**src/hw/rtl/sdbc_pkg.sv**
```systemverilog
package sdbc_pkg;

    // Attenuation register and clip level formats.
    localparam int ATT_W   = 5;
    localparam int LEVEL_W = 15;
    localparam int ATT_MAX = 30;

    typedef logic [ATT_W-1:0]   att_t;
    typedef logic [LEVEL_W-1:0] level_t;

    // Stage-one status handed from the top level to the output stage.
    typedef struct packed {
        logic valid;
        logic block_end;
    } stage_ctrl_t;

    // Clip thresholds for 0 dB down to -30 dB in whole-dB steps.
    localparam level_t LEVEL_TABLE [0:ATT_MAX] = '{
        15'd32767, 15'd29205, 15'd26030, 15'd23199, 15'd20675, 15'd18428,
        15'd16427, 15'd14637, 15'd13046, 15'd11628, 15'd10362, 15'd9238,
        15'd8233,  15'd7337,  15'd6539,  15'd5829,  15'd5194,  15'd4630,
        15'd4126,  15'd3677,  15'd3277,  15'd2920,  15'd2603,  15'd2320,
        15'd2068,  15'd1843,  15'd1642,  15'd1464,  15'd1305,  15'd1163,
        15'd1036
    };

    // Attenuation codes above the table's end read as the last entry.
    function automatic level_t clip_level(att_t att);
        att_t idx;
        idx = (att > att_t'(ATT_MAX)) ? att_t'(ATT_MAX) : att;
        return LEVEL_TABLE[idx];
    endfunction

endpackage

```
**src/hw/rtl/sdbc_lane.sv**
```systemverilog
module sdbc_lane #(
    parameter int FILT_FRAC_BITS = 20
) (
    input  logic                  clk,
    input  logic                  rst_n,
    input  logic                  load,
    input  logic signed [15:0]    sample_in,
    input  sdbc_pkg::level_t      level,
    output logic signed [15:0]    sample_out
);
    import sdbc_pkg::*;

    localparam int W  = 18 + FILT_FRAC_BITS;
    localparam longint unsigned ONE  = 64'd1 << FILT_FRAC_BITS;
    localparam longint unsigned HALF = ONE >> 1;
    localparam longint unsigned COEF = ((64'd999 << FILT_FRAC_BITS) + 64'd500) / 64'd1000;
    // The pole sits just below one, so R * y is formed as y - y * (1 - R).
    localparam longint unsigned DIFF = ONE - COEF;
    localparam int DW = $clog2(DIFF + 1);
    localparam int PW = W + DW;

    logic signed [15:0]  prev_in_reg;
    logic signed [W-1:0] prev_filt_reg;
    logic signed [W-1:0] prev_filt_next;

    logic                neg_prev;
    logic [W-1:0]        mag_prev;
    logic [PW-1:0]       prod;
    logic signed [PW+1:0] corr;
    logic signed [PW+1:0] corr_sh;
    logic signed [PW+1:0] scaled_wide;
    logic [W-1:0]        scaled_mag;
    logic signed [W:0]   scaled;
    logic signed [16:0]  diff_in;
    logic signed [W+1:0] y_wide;
    logic [17:0]         mag_int;
    logic [LEVEL_W-1:0]  clip_mag;

    // Magnitude of the previous filter output.
    assign neg_prev = prev_filt_reg[W-1];
    assign mag_prev = neg_prev ? W'(-prev_filt_reg) : W'(prev_filt_reg);

    // Coefficient product on the magnitude, rounded to nearest, ties away from zero.
    assign prod        = PW'(mag_prev) * PW'(DIFF[DW-1:0]);
    assign corr        = $signed({2'b00, PW'(HALF)}) - $signed({2'b00, prod});
    assign corr_sh     = corr >>> FILT_FRAC_BITS;
    assign scaled_wide = $signed({{(PW+2-W){1'b0}}, mag_prev}) + corr_sh;
    assign scaled_mag  = scaled_wide[W-1:0];
    assign scaled      = neg_prev ? -$signed({1'b0, scaled_mag}) : $signed({1'b0, scaled_mag});

    // New filter output from the input difference, saturated to the state width.
    assign diff_in = $signed({sample_in[15], sample_in}) - $signed({prev_in_reg[15], prev_in_reg});
    assign y_wide  = $signed({{3{diff_in[16]}}, diff_in, {FILT_FRAC_BITS{1'b0}}})
                   + $signed({scaled[W], scaled});

    always_comb
    begin
        if (y_wide > $signed({3'b000, {(W-1){1'b1}}}))
            prev_filt_next = $signed({1'b0, {(W-1){1'b1}}});
        else if (y_wide < $signed({3'b111, {(W-1){1'b0}}}))
            prev_filt_next = $signed({1'b1, {(W-1){1'b0}}});
        else
            prev_filt_next = y_wide[W-1:0];
    end

    // Filter state advances on every input transfer.
    always_ff @(posedge clk or negedge rst_n)
    begin
        if (!rst_n)
        begin
            prev_in_reg   <= '0;
            prev_filt_reg <= '0;
        end
        else if (load)
        begin
            prev_in_reg   <= sample_in;
            prev_filt_reg <= prev_filt_next;
        end
    end

    // Truncate toward zero and clip symmetrically; the level never exceeds 32767,
    // so the 16-bit saturation is covered by the clip.
    assign mag_int  = mag_prev[W-1:FILT_FRAC_BITS];
    assign clip_mag = (mag_int > {3'b000, level}) ? level : mag_int[LEVEL_W-1:0];
    assign sample_out = neg_prev ? -$signed({1'b0, clip_mag}) : $signed({1'b0, clip_mag});

endmodule

```
**src/hw/rtl/sdbc_merge.sv**
```systemverilog
module sdbc_merge (
    input  logic                  clk,
    input  logic                  rst_n,
    input  sdbc_pkg::stage_ctrl_t stage,
    input  logic signed [15:0]    left_lane,
    input  logic signed [15:0]    right_lane,
    output logic                  stage_free,
    output logic                  out_valid,
    input  logic                  out_ready,
    output logic signed [15:0]    left_out,
    output logic signed [15:0]    right_out,
    output logic                  block_end_out
);
    import sdbc_pkg::*;

    logic               out_valid_reg;
    logic               out_valid_next;
    logic signed [15:0] left_reg;
    logic signed [15:0] right_reg;
    logic               block_end_reg;
    logic               capture;

    // The output register can take a result when empty or when its transfer completes.
    assign stage_free = !out_valid_reg || out_ready;
    assign capture    = stage.valid && stage_free;

    always_comb
    begin
        if (capture)
            out_valid_next = 1'b1;
        else if (out_ready)
            out_valid_next = 1'b0;
        else
            out_valid_next = out_valid_reg;
    end

    always_ff @(posedge clk or negedge rst_n)
    begin
        if (!rst_n)
            out_valid_reg <= 1'b0;
        else
            out_valid_reg <= out_valid_next;
    end

    // Both lane results and the marker are joined into one result.
    always_ff @(posedge clk)
    begin
        if (capture)
        begin
            left_reg      <= left_lane;
            right_reg     <= right_lane;
            block_end_reg <= stage.block_end;
        end
    end

    assign out_valid     = out_valid_reg;
    assign left_out      = left_reg;
    assign right_out     = right_reg;
    assign block_end_out = block_end_reg;

endmodule

```
**src/hw/rtl/stereo_dc_block_hard_clip.sv**
```systemverilog
// Channel   Direction  Handshake             Payload
// input     in         in_valid / in_ready   left_sample, right_sample, block_end
// output    out        out_valid / out_ready left_out, right_out, block_end_out
// config    in         cfg_wr_en             cfg_wr_data (attenuation in dB)
//
// One stereo pair is accepted every cycle unless a stalled output has backed up into
// the filter stage. Its result is held in the filter state register and then in the
// output register, where it is offered. The rate is set by the filter feedback loop in
// each lane, one coefficient multiply and add per cycle. Reset clears the filter state,
// the attenuation register and all valid flags. A stalled output holds its result while
// one more pair can still be taken into the filter stage.
module stereo_dc_block_hard_clip #(
    parameter int FILT_FRAC_BITS = 20
) (
    input  logic               clk,
    input  logic               rst_n,
    input  logic               in_valid,
    output logic               in_ready,
    input  logic signed [15:0] left_sample,
    input  logic signed [15:0] right_sample,
    input  logic               block_end,
    output logic               out_valid,
    input  logic               out_ready,
    output logic signed [15:0] left_out,
    output logic signed [15:0] right_out,
    output logic               block_end_out,
    input  logic               cfg_wr_en,
    input  sdbc_pkg::att_t     cfg_wr_data
);
    import sdbc_pkg::*;

    att_t        att_reg;
    level_t      level;
    logic        s1_valid_reg;
    logic        s1_valid_next;
    logic        s1_block_end_reg;
    logic        stage_free;
    logic        accept;
    stage_ctrl_t stage;
    logic signed [15:0] left_lane;
    logic signed [15:0] right_lane;

    // Attenuation register.
    always_ff @(posedge clk or negedge rst_n)
    begin
        if (!rst_n)
            att_reg <= '0;
        else if (cfg_wr_en)
            att_reg <= cfg_wr_data;
    end

    assign level = clip_level(att_reg);

    // Filter stage control.
    assign in_ready = !s1_valid_reg || stage_free;
    assign accept   = in_valid && in_ready;

    always_comb
    begin
        if (accept)
            s1_valid_next = 1'b1;
        else if (stage_free)
            s1_valid_next = 1'b0;
        else
            s1_valid_next = s1_valid_reg;
    end

    always_ff @(posedge clk or negedge rst_n)
    begin
        if (!rst_n)
            s1_valid_reg <= 1'b0;
        else
            s1_valid_reg <= s1_valid_next;
    end

    always_ff @(posedge clk)
    begin
        if (accept)
            s1_block_end_reg <= block_end;
    end

    assign stage.valid     = s1_valid_reg;
    assign stage.block_end = s1_block_end_reg;

    // One lane per channel.
    sdbc_lane #(
        .FILT_FRAC_BITS(FILT_FRAC_BITS)
    ) u_lane_left (
        .clk        (clk),
        .rst_n      (rst_n),
        .load       (accept),
        .sample_in  (left_sample),
        .level      (level),
        .sample_out (left_lane)
    );

    sdbc_lane #(
        .FILT_FRAC_BITS(FILT_FRAC_BITS)
    ) u_lane_right (
        .clk        (clk),
        .rst_n      (rst_n),
        .load       (accept),
        .sample_in  (right_sample),
        .level      (level),
        .sample_out (right_lane)
    );

    // Output register joins the lanes.
    sdbc_merge u_merge (
        .clk           (clk),
        .rst_n         (rst_n),
        .stage         (stage),
        .left_lane     (left_lane),
        .right_lane    (right_lane),
        .stage_free    (stage_free),
        .out_valid     (out_valid),
        .out_ready     (out_ready),
        .left_out      (left_out),
        .right_out     (right_out),
        .block_end_out (block_end_out)
    );

endmodule

```
**config.mk**
```make
export PLATFORM = sky130hd
export DESIGN_NAME = stereo_dc_block_hard_clip
export DESIGN_NICKNAME = d
export VERILOG_FILES = /design/src/hw/rtl/sdbc_pkg.sv /design/src/hw/rtl/sdbc_lane.sv /design/src/hw/rtl/sdbc_merge.sv /design/src/hw/rtl/stereo_dc_block_hard_clip.sv
export SDC_FILE = /design/constraint.sdc
export NUM_CORES = 2
export LEC_CHECK = 0
export ABC_AREA = 1
export CAP_MARGIN = 25
export CELL_PAD_IN_SITES_DETAIL_PLACEMENT = 1
export CELL_PAD_IN_SITES_GLOBAL_PLACEMENT = 1
export CORE_MARGIN = 2
export CORE_UTILIZATION = 49
export CTS_CLUSTER_DIAMETER = 50
export DETAILED_ROUTE_END_ITERATION = 8
export DONT_BUFFER_PORTS = 1
export PLACE_DENSITY = 0.86
export SYNTH_ARGS = -nofsm -noshare
export SYNTH_HDL_FRONTEND = slang
export SYNTH_SLANG_ARGS = --single-unit
```
**constraint.sdc**
```tcl
create_clock -name clk -period 12.3 [get_ports clk]
set_clock_uncertainty 0.2 [all_clocks]
set_input_delay 1.23 -clock clk [delete_from_list [all_inputs] [get_ports clk]]
set_output_delay 1.23 -clock clk [all_outputs]
set_load 0.005 [all_outputs]
```
==> qor.log <==
[layout] final net count 6171
[synth] fraction of post-synthesis cell area in the top cell type by area 18.5%
[timing] pin slew with the least headroom to its limit 1.08 ns
[cts] CTS tree yes
[global_routing] vias in the first global route 37865
[cts] CTS H-Tree Depth 4
[cts] Clock Pin Slew Worst Setup and Hold Paths 0.09 ns
[cts] CTS sink count 149
[critical_path] sort of element at the end of the critical path flip-flop
[route] average detailed-routed wire length per instance 20.6 um
[route] number of design-rule violations left by the first detailed-router iteration 2371
[layout] post-layout instance area 37900 um2
[timing] final number of hold-violating endpoints 0
[global_routing] global-route wire length before repair 205000 um
[route] final antenna-violating net count 0
[global_routing] final global-route overflow total 0
[floorplanning] core outline area 71700 um2
[synth] async set-reset flop share out of synthesis 77.2%
[synth] syn_area_per_cell 6.64 um2
[place] final HPWL from detailed placement 112000 um
[critical_path] Critical Setup Path Class reg2reg
[floorplanning] I/O pin total 78
[synth] Mapped Cells 5361
[cts] clock tree root buffer cell sky130_fd_sc_hd__clkbuf_16
[route] ratio of routed vias to standard cells 5.70
[cts] TritonCTS buffer count 17
[timing] post-layout min period 11.72 ns
[synth] number of library cell types mapped by synthesis 63
[outcome] status finished clean
[route] DRC errors left 0
[critical_path] library cell contributing the largest single delay on the critical path sky130_fd_sc_hd__nor4_1
[timing] Final Setup Violations 0
[floorplanning] initial core utilization 49.6%
[timing] Fmax 85.3 MHz
[place] number of instances in the placed design 6329
[timing] hold slack 0.200 ns
[critical_path] max incr delay on CP 0.65 ns
[hold_path] Worst Hold Class in2async
[timing] count of final max-slew check failures 0
[critical_path] dominant cell type by count on the critical path sky130_fd_sc_hd__nand2_1
[synth] sequential cell area fraction in the yosys report 11.0%
[layout] Syn-to-layout area delta 6.64%
[cts] Max Root-Sink Buffers 2
[layout] non-filler cells, final 6367
[route] total number of vias 36288
[floorplanning] die span in y 273 um
[global_routing] GRT Overall Usage 35.0%
[floorplanning] row count 98
[layout] proportion of layout cells with a drive suffix above 1 5.24%
[synth] synth top area cells sky130_fd_sc_hd__ha_1 (18%), sky130_fd_sc_hd__nand2_1 (12%), sky130_fd_sc_hd__inv_1 (12%), sky130_fd_sc_hd__fa_1 (11%), sky130_fd_sc_hd__dfrtp_1 (8.1%)
[global_routing] pin count of the biggest net entering global routing 116
[floorplanning] die width 273 um
[critical_path] worst-path maximum fanout 36
[synth] Post-Syn Nets 6128
[timing] Slew HR 27.3%
[place] input/output buffers 0
[timing] Tcrit/Tclk final 95.3%
[flow_run] number of max-cap violations 0
[floorplanning] Die Outline Area 74800 um2
[critical_path] worst path arrival time 11.85 ns
[layout] number of diodes 0
[route] total iterations of the first detailed-routing run 5
[synth] cell type with the largest total area after synthesis sky130_fd_sc_hd__ha_1
[synth] prevailing post-synth register cell sky130_fd_sc_hd__dfrtp_1
[synth] Post-synth EDFFs 34
[synth] yosys synthesis warning count 0
[critical_path] startpoint types flip-flop
[synth] synthesis-stage register bit count 149
[global_routing] number of antenna violations at the first check in global routing 5
[synth] Post-Synthesis Cell Area 35600 um2
[cts] worst-skew pair later-pin latency 0.51 ns
[place] Final GP Congestion 0.963
[critical_path] data required time of the critical path 12.43 ns
[route] overall routed net length 131000 um
[place] post-placement cell area 37200 um2
[stage by stage]
stage	setup WS [ns]	setup TNS (ns)	util, %
2_1_floorplan	2.34	0	-
3_3_place_gp	0.472	0	51.8
3_5_place_dp	0.140	0	51.8
4_1_cts	0.114	0	52.6
5_1_grt	-0.0343	-0.0417	52.9
6_report	0.581	0	52.9
[cell families (layout without fill, tap and decap cells)]
group                      count (synthesis)  in the layout  synth area share, %
AOI/OAI and AO/OA                        819            819                 13.2
xor gates and xnor gates                 276            276                 6.90
adders and majority gates                724            724                 29.6
buffers and inverters                   1175           1231                 12.6
and+or+nand+nor                         2218           2218                 26.7
DFF                                      149            149                 11.0
[cells in the mapped netlist, types with 11 or more instances]
library cell,n
sky130_fd_sc_hd__nand2_1,1175
sky130_fd_sc_hd__inv_1,1090
sky130_fd_sc_hd__ha_1,526
sky130_fd_sc_hd__nor2_1,501
sky130_fd_sc_hd__a21oi_1,302
sky130_fd_sc_hd__nand3_1,267
sky130_fd_sc_hd__o21ai_0,261
sky130_fd_sc_hd__xor2_1,205
sky130_fd_sc_hd__fa_1,198
sky130_fd_sc_hd__dfrtp_1,115
sky130_fd_sc_hd__nand4_1,71
sky130_fd_sc_hd__a22oi_1,66
sky130_fd_sc_hd__xnor2_1,66
sky130_fd_sc_hd__nor3_1,61
sky130_fd_sc_hd__a31oi_1,44
sky130_fd_sc_hd__clkbuf_1,43
sky130_fd_sc_hd__o21bai_1,35
sky130_fd_sc_hd__edfxtp_1,34
sky130_fd_sc_hd__nand2_2,26
sky130_fd_sc_hd__nor2_2,22
sky130_fd_sc_hd__nand3b_1,21
sky130_fd_sc_hd__a21o_1,20
sky130_fd_sc_hd__o21ai_1,18
sky130_fd_sc_hd__o21a_1,16
sky130_fd_sc_hd__buf_2,15
sky130_fd_sc_hd__nand2_4,14
sky130_fd_sc_hd__o211ai_1,12
sky130_fd_sc_hd__inv_2,11
sky130_fd_sc_hd__o31ai_1,11
[placed cells by master (no fill, tap or decap), types with 30 or more instances in the layout]
| cell | count |
|---|---|
| sky130_fd_sc_hd__nand2_1 | 1171 |
| sky130_fd_sc_hd__o21ai_0 | 259 |
| sky130_fd_sc_hd__a31oi_1 | 44 |
| sky130_fd_sc_hd__inv_1 | 1090 |
| sky130_fd_sc_hd__nor2_1 | 499 |
| sky130_fd_sc_hd__xor2_1 | 202 |
| sky130_fd_sc_hd__a21oi_1 | 296 |
| sky130_fd_sc_hd__a22oi_1 | 65 |
| sky130_fd_sc_hd__o21bai_1 | 33 |
| sky130_fd_sc_hd__buf_4 | 89 |
| sky130_fd_sc_hd__nand2_2 | 30 |
| sky130_fd_sc_hd__edfxtp_1 | 34 |
| sky130_fd_sc_hd__dfrtp_1 | 113 |
| sky130_fd_sc_hd__nand4_1 | 71 |
| sky130_fd_sc_hd__xnor2_1 | 64 |
| sky130_fd_sc_hd__nand3_1 | 267 |
| sky130_fd_sc_hd__fa_1 | 198 |
| sky130_fd_sc_hd__ha_1 | 521 |
| sky130_fd_sc_hd__nor3_1 | 58 |
[cell type report]
| cell class | instances | area, um2 |
|---|---|---|
| Clock buffer | 19 | 443 |
| Sequential cell | 149 | 3900 |
| Timing Repair Buffer | 94 | 748 |
| Fill cell | 9663 | 33800 |
| Tap cell | 950 | 1190 |
| Inverter | 1105 | 4150 |
| Multi-Input combinational cell | 4037 | 27400 |
| Clock inverter | 13 | 135 |
[worst paths after layout]
check,start,endpoint,slack [ns],cells past startpoint
hold / removal,rst_n,u_lane_left.prev_in_reg[7],0.20,0
hold reg to reg,s1_block_end_reg,u_merge.block_end_out,0.24,0
min in group clk,s1_block_end_reg,u_merge.block_end_out,0.24,0
setup / recovery,u_lane_right.prev_filt_reg[17],u_lane_right.prev_filt_reg[8],0.58,55
setup reg to reg,u_lane_right.prev_filt_reg[17],u_lane_right.prev_filt_reg[8],0.58,55
max in group asynchronous,rst_n,att_reg[4],11.46,0
[routing by layer]
layer	routed length (um)	part of all wire [%]	GRT usage [%]	up-vias
met5	40	0.031	0	-
met4	3510	2.7	10.3	6
met3	9860	7.5	7.93	215
met2	59000	45	56.7	1052
met1	58600	45	46.4	17842
li1	-	-	-	17173
[worst max-delay path: cells and delay by family, from the launching register on]
family                   cells  cell delay (ns)
XOR/XNOR                     3             0.60
flip-flops                   1             0.48
AND/OR/NAND/NOR             24             3.85
buffers and inverters       10             1.07
AO/OA/AOI/OAI               10             2.17
adder cells (fa/ha/maj)      8             3.17
[timing repair]
action	CTS	global route
resized for setup	0	34
setup endpoints to repair	0	75
hold buffers	0	0
buffers inserted	0	5
Power is left out: the tool's default activity adds up to more than one toggle a clock period on the data nets, which glitch-free logic cannot reach.
